File: src/pff_ram.sv
// ----------------------------------------------------------------------------
// pff_ram: generic single-port-write, single-port-read RAM
// One write and one registered read per cycle; contents undefined at reset.
// ----------------------------------------------------------------------------
module pff_ram #(
   parameter int WIDTH = 8,
   parameter int DEPTH = 16
) (
   input  logic                     clock,
   input  logic                     we,
   input  logic [$clog2(DEPTH)-1:0] waddr,
   input  logic [WIDTH-1:0]         wdata,
   input  logic [$clog2(DEPTH)-1:0] raddr,
   output logic [WIDTH-1:0]         rdata
);

   logic [WIDTH-1:0] mem [DEPTH];
   logic [WIDTH-1:0] rdata_ff;

   always_ff @(posedge clock) begin
      if (we) begin
         mem[waddr] <= wdata;
      end
      rdata_ff <= mem[raddr];
   end

   assign rdata = rdata_ff;

endmodule

File: config.mk
export PLATFORM = sky130hd
export DESIGN_NAME = pff_ram
export DESIGN_NICKNAME = d
export VERILOG_FILES = /design/src/pff_ram.sv
export SDC_FILE = /design/constraint.sdc
export NUM_CORES = 1
export LEC_CHECK = 0
export ABC_AREA = 1
export BUFFER_PORTS_ARGS = -buffer_cell sky130_fd_sc_hd__buf_2
export CAP_MARGIN = 20
export CORE_MARGIN = 2
export CORE_UTILIZATION = 31
export CTS_CLUSTER_SIZE = 28
export DETAILED_ROUTE_END_ITERATION = 8
export GPL_TIMING_DRIVEN = 0
export PLACE_DENSITY = 0.44
export SLEW_MARGIN = 20
export SYNTH_ARGS = -nofsm -noshare
export SYNTH_HDL_FRONTEND = slang
export SYNTH_SLANG_ARGS = --single-unit
export TNS_END_PERCENT = 30
File: constraint.sdc
create_clock -name clock -period 2 [get_ports clock]
set_clock_uncertainty 0.15 [all_clocks]
set_input_delay 0.4 -clock clock [delete_from_list [all_inputs] [get_ports clock]]
set_output_delay 0.4 -clock clock [all_outputs]
set_load 0.05 [all_outputs]
==> reports/results.txt <==
For the pin with the worst max-slew slack, the measured transition is 1.19 ns. The tools report the peak supply drop as 0.579 mV. The number of setup buffers added after CTS is 0. The worst-case reg-to-reg path depth was 6. The biggest area contributor in the post-synthesis netlist is edfxtp_1. For the count of final setup violators, the log shows 0. The cell area power density is 986 nW/µm², and the netlist area before placement is 5770 µm². The routability-driven placement congestion ratio came out at 0.795. The register area share after synthesis is 0.694. After synthesis the netlist holds a flip-flop and latch count of 136. The tools report the initial antenna violation count as 0. Entering global routing, the biggest net connects 17 pins. The net count of the finished layout is 610. For this block, the routed nets add up to 14900 µm of wire.

Portion of synthesized cell area occupied by the leading cell type: 0.667. Setup repair after global routing left no endpoint under its margin. The floorplan has 49 rows. Summing over every cut layer, the via total after detailed routing is 3709. The global route total overflow was 0; the synthesized net count was 569. The clock input transition at the sequential cells of the worst setup and hold paths was 0.05 ns. The core utilization of the finished layout is 0.371, and the final-report hold violation count is 0. The area of the core region is 18100 µm². The kind of start point of the critical path is a primary input. The time the final worst path needs with I/O delays and setup was 1.76 ns; the total non-filler cell area in the finished layout was 6710 µm².

The worst slew slack as a fraction of its limit is 0.203. For the number of global-route vias before repair, the log shows 3607. The area growth from synthesis to layout is 16.3%. The flow ran to the end, and the final reports show no timing, DRC or antenna violations. In this run, the number of DRC markers left after iteration 0 of detailed routing was 323. The count of pins over their slew limit came out at 0. The worst hold path belongs to the class in2reg. The die outline area came out at 19700 µm². By area the synthesized netlist is led by edfxtp_1 67%, nand2_1 11%, nand3_1 8.4%. Hold is met by 0.264 ns. Once the clock tree was built, the resizer swapped 0 gates to a different size. The number of levels the H-tree was split into is 4, and the data arrival time of the critical path is 1.64 ns.

At the later pin of the worst-skew pair, clock insertion delay measures 0.42 ns. The tools report the final-layout fill cell count as 1745. After detailed routing, the number of remaining DRC violations is 0.

The logs give 0 for the count of inserted antenna diode cells and 136 for the TritonCTS sink count. The share of the cycle needed by the critical path after routing was 0.879; the wire length of the first global-routing pass was 22300 µm. The logs give 2 for the clock tree buffer depth and 26 for the boundary pin count. The length of the first detailed-routing pass in iterations was 5; the wire length per cell was 17.8 µm. Clock root buffer: clkbuf_16. For the initial core utilization, the log shows 0.319. TritonCTS built the clock tree. The tools report the number of buffers inserted by hold repair at cts as 0. The worst setup path is of the in2reg kind. The endpoint type of the worst setup path was a flip-flop. The number of I/O port buffers was 22. The fraction of final layout cells sized beyond drive strength 1 is 0.121, and the number of unique standard cell types used by synthesis is 12. After detailed placement, the total cell area comes to 6160 µm².

Max-cap violations in this run came to 0. The cell depth of the worst min-delay path was 1. Horizontal extent of the die: 140 µm.

For this run, the top clock speed supported by timing is 569 MHz. The analysis attributes to cell leakage a power of 2.88 nW. For the residual antenna-violating net count after detailed routing, the log shows 0.

For the data required time of the worst path, the log shows 1.89 ns. The die is 140 µm tall. For the total routing resource utilization after global routing, the log shows 0.159. In the synthesized netlist, the number of instances is 551. Yosys printed 0 warnings. Of all nets on the critical path, the largest fanout is 8.

The average instance in the mapped netlist occupies 10.5 µm². The number of clock buffers added by TritonCTS is 17. Post-detailed-route via-to-cell ratio: 4.45.

The wire-length estimate of the detail-placed layout is 9810 µm.
## worst max-delay path, cell delays in order
cell and delay [ns]:
buf_2 0.11, inv_1 0.06, nand2_1 0.13, nor2_1 0.94
## layout make-up
class / instances / area [µm²] / share of cell area
clock buffers: 21 / 440 / 0.0656
flip-flops and latches: 136 / 4000 / 0.597
clock inverters: 10 / 105 / 0.0157
well taps: 229 / 287 / 0.0427
repair buffers: 22 / 110 / 0.0164
multi-input cells: 289 / 1210 / 0.181
plain buffers: 24 / 166 / 0.0248
inverters: 102 / 383 / 0.0571
## cell usage after synthesis, drive strengths merged
| master | n |
|---|---|
| buf | 24 |
| dfxtp | 8 |
| edfxtp | 128 |
| inv | 102 |
| nand2 | 173 |
| nand3 | 97 |
| nand3b | 2 |
| nor2 | 17 |
## sequential cells by signal, indices dropped and copies added, names as in the netlist
signal / cells
mem: 128
rdata: 8
## routing by layer
layer  vias to the layer above  part of all wire  GRT usage
met3                        14             0.049     0.0342
met4                         0             0.015     0.0590
met2                        87              0.46      0.248
met1                      1755              0.48      0.220
met5                         -                 0          0
li1                       1853                 -          -
## stage by stage
step                std cells  power, W  setup WS [ns]  setup TNS [ns]
global route              833   0.00683          0.232               0
floorplan                 551   0.00355          0.499               0
finish                    833   0.00661          0.241               0
CTS                       833   0.00664          0.344               0
detailed placement        802   0.00375        -0.0936           -3.54
global placement          802   0.00375         -0.163           -4.98
## layout by cell type, fill, tap and decap left out, types with 4 or more instances in the layout
cell,instances
nand3_1,97
buf_2,35
dfxtp_1,8
clkbuf_16,17
clkinv_2,5
nor2_1,17
clkbuf_1,4
inv_1,100
buf_4,4
nand2_1,173
edfxtp_1,128
buf_6,6
## kinds of logic (layout without fill, tap and decap cells)
family                 after synthesis  after routing  synth area share
buffers and inverters              126            179            0.0952
flip-flops                         136            136             0.694
AND/OR/NAND/NOR                    289            289             0.210
## final timing paths
| kind | slack [ns] | to | startpoint |
|---|---|---|---|
| max | 0.24 | mem[13][3] | waddr[1] |
| min | 0.26 | mem[11][5] | wdata[5] |
| max reg2reg | 0.79 | rdata[3] | mem[1][3] |
| min reg2reg | 0.55 | rdata[2] | mem[15][2] |
## power breakdown
group | internal, W | leakage, nW | switching [W]
combinational | 0.000123 | 1.39 | 0.000362
sequential | 0.00319 | 1.22 | 0.0000144
clock | 0.00181 | 0.268 | 0.00112
total | 0.00512 | 2.88 | 0.00150
Note: power is estimated with default switching activity, not from simulation.
