<file path="config.mk">
export PLATFORM = sky130hd
export DESIGN_NAME = pff_seq
export DESIGN_NICKNAME = d
export VERILOG_FILES = /design/src/pff_pkg.sv /design/src/pff_seq.sv
export SDC_FILE = /design/constraint.sdc
export NUM_CORES = 1
export LEC_CHECK = 0
export ABC_AREA = 1
export BUFFER_PORTS_ARGS = -buffer_cell sky130_fd_sc_hd__buf_2
export CAP_MARGIN = 40
export CORE_MARGIN = 2
export CORE_UTILIZATION = 40
export DETAILED_ROUTE_END_ITERATION = 8
export PLACE_DENSITY_LB_ADDON = 0.12
export SKIP_CTS_REPAIR_TIMING = 1
export SLEW_MARGIN = 20
export SYNTH_ARGS = -nofsm -noshare
export SYNTH_HDL_FRONTEND = slang
export SYNTH_SLANG_ARGS = --single-unit
export TNS_END_PERCENT = 10
</file>
<file path="constraint.sdc">
create_clock -name clock -period 1.9 [get_ports clock]
set_input_delay 0.38 -clock clock [delete_from_list [all_inputs] [get_ports clock]]
set_output_delay 0.38 -clock clock [all_outputs]
set_load 0.05 [all_outputs]
</file>
<file path="src/pff_pkg.sv">
// ----------------------------------------------------------------------------
// pff_pkg: shared definitions for the page frame free list
// Sizes, register and command codes, payload types and the microcode ROM.
// ----------------------------------------------------------------------------
package pff_pkg;

   localparam int NUM_PAGES  = 1024;
   localparam int PAGE_BYTES = 4096;
   localparam int PAGE_SHIFT = $clog2(PAGE_BYTES);
   localparam int IDX_W      = $clog2(NUM_PAGES);
   localparam int LINK_W     = IDX_W + 1;
   localparam int ADDR_W     = 32;
   localparam int PAGE_NUM_W = ADDR_W - PAGE_SHIFT;

   // The link code one past the last page index marks the end of the list.
   localparam logic [LINK_W-1:0] LINK_NULL = LINK_W'(NUM_PAGES);

   localparam logic [ADDR_W-1:0] REGION_START_RESET = 32'h8000_0000;
   localparam logic [ADDR_W-1:0] REGION_STOP_RESET  = 32'h8800_0000;

   localparam int CSR_IDX_W = 1;
   localparam logic [CSR_IDX_W-1:0] CSR_REGION_START = 1'd0;
   localparam logic [CSR_IDX_W-1:0] CSR_REGION_STOP  = 1'd1;

   localparam logic [1:0] CMD_INIT  = 2'd0;
   localparam logic [1:0] CMD_ALLOC = 2'd1;
   localparam logic [1:0] CMD_FREE  = 2'd2;

   localparam logic [1:0] STATUS_OK    = 2'd0;
   localparam logic [1:0] STATUS_EMPTY = 2'd1;
   localparam logic [1:0] STATUS_BAD   = 2'd2;

   typedef struct packed {
      logic [1:0]        command;
      logic [ADDR_W-1:0] page_address;
   } req_type;

   typedef struct packed {
      logic [ADDR_W-1:0] granted_address;
      logic [1:0]        status;
   } rsp_type;

   typedef enum logic [2:0] {
      OP_NONE,
      OP_INIT_START,
      OP_INIT_PUSH,
      OP_ALLOC_READ,
      OP_ALLOC_POP,
      OP_FREE_CALC,
      OP_FREE_PUSH,
      OP_EMIT
   } op_type;

   typedef enum logic [2:0] {
      COND_NEVER,
      COND_ACCEPT,
      COND_BASE_OVF,
      COND_INIT_END,
      COND_HEAD_NULL,
      COND_FREE_BAD,
      COND_OUT_BUSY
   } cond_type;

   typedef enum logic [2:0] {
      STEP_IDLE,
      STEP_INIT_START,
      STEP_INIT_LOOP,
      STEP_ALLOC_CHK,
      STEP_ALLOC_POP,
      STEP_FREE_CALC,
      STEP_FREE_PUSH,
      STEP_RESP
   } step_type;

   typedef struct packed {
      op_type   op;
      cond_type cond;
      step_type tgt_t;
      step_type tgt_f;
   } uword_type;

   // Condition inputs from the datapath to the sequencer.
   typedef struct packed {
      logic req_valid;
      logic base_ovf;
      logic init_end;
      logic head_null;
      logic free_bad;
      logic out_busy;
   } flags_type;

   // Control from the sequencer to the datapath.
   typedef struct packed {
      op_type op;
      logic   hit;
      logic   req_ready;
   } ctrl_type;

   // Rounds a region start up to the next page boundary; bit 32 set means
   // the rounded base no longer fits in 32 bits.
   function automatic logic [ADDR_W:0] round_base(input logic [ADDR_W-1:0] start);
      logic [ADDR_W:0] sum;
      sum = {1'b0, start} + (ADDR_W+1)'(PAGE_BYTES - 1);
      return sum & ~((ADDR_W+1)'(PAGE_BYTES - 1));
   endfunction

   // Microcode ROM. When the step's condition holds the sequencer goes to
   // tgt_t, otherwise to tgt_f. The accept condition dispatches on the command.
   function automatic uword_type ucode(input step_type s);
      uword_type w;
      unique case (s)
         STEP_IDLE:       w = '{OP_NONE,       COND_ACCEPT,    STEP_IDLE, STEP_IDLE};
         STEP_INIT_START: w = '{OP_INIT_START, COND_BASE_OVF,  STEP_RESP, STEP_INIT_LOOP};
         STEP_INIT_LOOP:  w = '{OP_INIT_PUSH,  COND_INIT_END,  STEP_RESP, STEP_INIT_LOOP};
         STEP_ALLOC_CHK:  w = '{OP_ALLOC_READ, COND_HEAD_NULL, STEP_RESP, STEP_ALLOC_POP};
         STEP_ALLOC_POP:  w = '{OP_ALLOC_POP,  COND_NEVER,     STEP_RESP, STEP_RESP};
         STEP_FREE_CALC:  w = '{OP_FREE_CALC,  COND_NEVER,     STEP_FREE_PUSH, STEP_FREE_PUSH};
         STEP_FREE_PUSH:  w = '{OP_FREE_PUSH,  COND_FREE_BAD,  STEP_RESP, STEP_RESP};
         STEP_RESP:       w = '{OP_EMIT,       COND_OUT_BUSY,  STEP_RESP, STEP_IDLE};
         default:         w = '{OP_NONE,       COND_NEVER,     STEP_IDLE, STEP_IDLE};
      endcase
      return w;
   endfunction

endpackage

</file>
<file path="src/pff_seq.sv">
// ----------------------------------------------------------------------------
// pff_seq: microcode sequencer for the page frame free list
// Step counter, control ROM lookup, condition select and jump logic.
// ----------------------------------------------------------------------------
module pff_seq (
   input  logic                clock,
   input  logic                reset,
   input  pff_pkg::flags_type  flags,
   input  logic [1:0]          command,
   output pff_pkg::ctrl_type   ctrl
);

   pff_pkg::step_type  step_ff;
   pff_pkg::step_type  step_in;
   pff_pkg::uword_type uword;
   logic               hit;

   assign uword = pff_pkg::ucode(step_ff);

   always_comb begin
      unique case (uword.cond)
         pff_pkg::COND_NEVER:     hit = 1'b0;
         pff_pkg::COND_ACCEPT:    hit = flags.req_valid;
         pff_pkg::COND_BASE_OVF:  hit = flags.base_ovf;
         pff_pkg::COND_INIT_END:  hit = flags.init_end;
         pff_pkg::COND_HEAD_NULL: hit = flags.head_null;
         pff_pkg::COND_FREE_BAD:  hit = flags.free_bad;
         pff_pkg::COND_OUT_BUSY:  hit = flags.out_busy;
         default:                 hit = 1'b0;
      endcase
   end

   always_comb begin
      if (uword.cond == pff_pkg::COND_ACCEPT && hit) begin
         // Unused command codes go straight to the result step.
         case (command)
            pff_pkg::CMD_INIT:  step_in = pff_pkg::STEP_INIT_START;
            pff_pkg::CMD_ALLOC: step_in = pff_pkg::STEP_ALLOC_CHK;
            pff_pkg::CMD_FREE:  step_in = pff_pkg::STEP_FREE_CALC;
            default:            step_in = pff_pkg::STEP_RESP;
         endcase
      end else if (hit) begin
         step_in = uword.tgt_t;
      end else begin
         step_in = uword.tgt_f;
      end
   end

   always_ff @(posedge clock) begin
      if (reset) begin
         step_ff <= pff_pkg::STEP_IDLE;
      end else begin
         step_ff <= step_in;
      end
   end

   assign ctrl.op        = uword.op;
   assign ctrl.hit       = hit;
   assign ctrl.req_ready = (uword.cond == pff_pkg::COND_ACCEPT);

endmodule

</file>
==> reports/metrics.csv <==
metric,value,unit
status,finished clean,
Fin. Hold Viols,0,
Buffers on Ports,14,
reg2reg path depth,13,
initial drt markers,14,
Seq pwr share,27.2,%
setup TNS,0,ns
Multi-input gate area,328,um^2
Area Overhead vs Synth,15.3,%
crit path kind,register to primary output,
first-pass GRT wire length,1740,um
reg2reg start,uword[6],
fin crit share,91.4,%
RR Endpoint,uword[1],
"Setup violations, final",0,
Root Buffer,clkbuf_4,
clock share of power,10.9,%
DR vias,502,
final net count,115,
Max clock buf depth,2,
Critical Path Sink Type,primary output,
post-synth cell types,16,
Worst Path Max Fanout,5,
Mean Syn Cell Area,7.61,um^2
Post-Syn Area,639,um^2
CTS H-Tree Depth,1,
Num CTS Buffers,3,
# clock sinks,11,
DRT antenna net count,0,
Die H,44.0,um
total gr overflow,0,
post-DP HPWL,812,um
Hold Crit Class,input port to register,
hold endpoint,uword[8],
Power Dens Cells,1980,nW/um^2
static leakage,0.443,nW
Synth Net Count,99,
die area,1930,um^2
final WL,1070,um
min-delay src,command[0],
Peak Freq,576,MHz
# Max-Cap Violations,0,
number of synthesized register bits,11,
total net switching power,0.758,mW
CP Launch Type,register,
flop2flop setup slack,0.18,ns
vias per cell,4.37,
number of global-route vias before repair,451,
YS warnings,0,
largest net degree at the start of global routing,8,
Register Area,221,um^2
Slew headroom,83.5,%
CTS tree,yes,
Min-Delay Path Depth,5,
Die Wd,44.0,um
Worst Max-Slew Pin Slew,0.249,ns
final non-filler cell area,737,um^2
"Data arrival, critical path",1.36,ns
min cycle time layout,1.74,ns
DR pass1 iterations,4,
sequential-to-total area share from yosys stat,34.4,%
Gate Count Post-Synth,84,
max reg flops,11,
Initial Utilization,42.4,%
Inserted Diodes,0,
internal power,0.698,mW
row cnt,14,
"Reg clk slew, reported paths",0.06,ns
unrepaired setup endpoints after global routing,no,
GR Util All Layers,12.9,%
initial antenna violation count,0,
CP Data Required Time,1.52,ns
clk_lat worst skew,0.27,ns
worst vdd ir,0.000741,V
I/O pin total,15,
core area,1510,um^2
share of cells above drive strength 1,32.3,%
Sw Share,52.1,%
FILL cells,152,
DP Area,699,um^2
Residual DRC,0,
"most common cell after layout, fill and taps aside",nand2_1,
Slew Limit Fails,0,
Gate power share,61.9,%
Placer Congestion,0.792,
Routed WL per cell,9.29,um
Setup Skew,0.00366,ns
most frequent cells in the layout,"18 x nand2_1, 15 x inv_1, 14 x buf_2, 10 x dfxtp_1",
-- cells in the mapped netlist --
cell type | count | area share [%]
nand2_1 | 19 | 11
inv_1 | 15 | 8.8
dfxtp_1 | 11 | 34
nand3_1 | 6 | 4.7
ha_1 | 5 | 9.8
nand2_2 | 5 | 4.9
nor2_1 | 5 | 2.9
buf_4 | 4 | 4.7
nand3b_1 | 4 | 4.7
nand2_4 | 3 | 5.3
inv_2 | 2 | 1.2
nand3_2 | 1 | 1.6
nand4_4 | 1 | 3.3
nor3_1 | 1 | 0.78
o21ai_1 | 1 | 0.78
or2_1 | 1 | 0.98
-- metrics by stage --
| step | worst slack (ns) | power [mW] | cells | utilization (%) | hold WS, ns |
|---|---|---|---|---|---|
| after global placement | 0.110 | 1.29 | 110 | 46.4 | 0.642 |
| after CTS | 0.143 | 1.45 | 114 | 48.2 | 0.459 |
| after detailed placement | 0.107 | 1.29 | 110 | 46.4 | 0.642 |
| final | 0.164 | 1.46 | 115 | 48.9 | 0.480 |
| after global routing | 0.00203 | 1.59 | 115 | 48.9 | 0.524 |
| after floorplan | 0.0209 | 1.19 | 84 | - | 0.597 |
-- logic make-up after synthesis --
kind of cell               share of synthesized area [%]
buffers and inverters                               14.7
DFF                                                 34.4
and+or+nand+nor                                     40.3
AOI/OAI and AO/OA                                  0.782
adders and majority gates                           9.78
-- worst max path at each step --
stage,startpoint,endpoint,slack [ns],cells past startpoint
4_1_cts,uword[6],ctrl[1],0.14,5
6_report,uword[6],ctrl[1],0.16,6
5_1_grt,uword[6],uword[2],0.002,13
3_5_place_dp,flags[5],uword[2],0.11,13
2_1_floorplan,uword[6],ctrl[0],0.02,2
3_3_place_gp,flags[5],uword[2],0.11,13
-- worst max-delay path: stages, from the launching register on --
cell	delay, ns
dfxtp_2	0.34
inv_2	0.09
nor2_1	0.05
nor2_1	0.10
nand3_2	0.13
nand2_4	0.11
buf_2	0.26
-- metal layers --
layer / track usage, % / wire [um] / share of wire, %
met1: 14.5 / 502 / 47
met2: 19.7 / 479 / 45
met3: 2.50 / 37 / 3.5
met4: 12.7 / 48 / 4.5
met5: 0 / 0 / 0
-- power by group through the flow --
stage | combinational [mW] | sequential (mW) | clock, mW
final | 0.901 | 0.396 | 0.159
after global routing | 1.01 | 0.406 | 0.173
after CTS | 0.894 | 0.394 | 0.164
after detailed placement | 0.892 | 0.398 | 0
after global placement | 0.888 | 0.398 | 0
after floorplan | 0.795 | 0.391 | 0
-- final cells by class --
class                   instances  area share [%]
multi-input cells              52            44.5
flip-flops and latches         11            30.1
repair buffers                 15            10.5
inverters                      17            8.66
clock buffers                   4            3.57
well taps                      16            2.72
No activity file was read; power rests on OpenSTA's default activity.
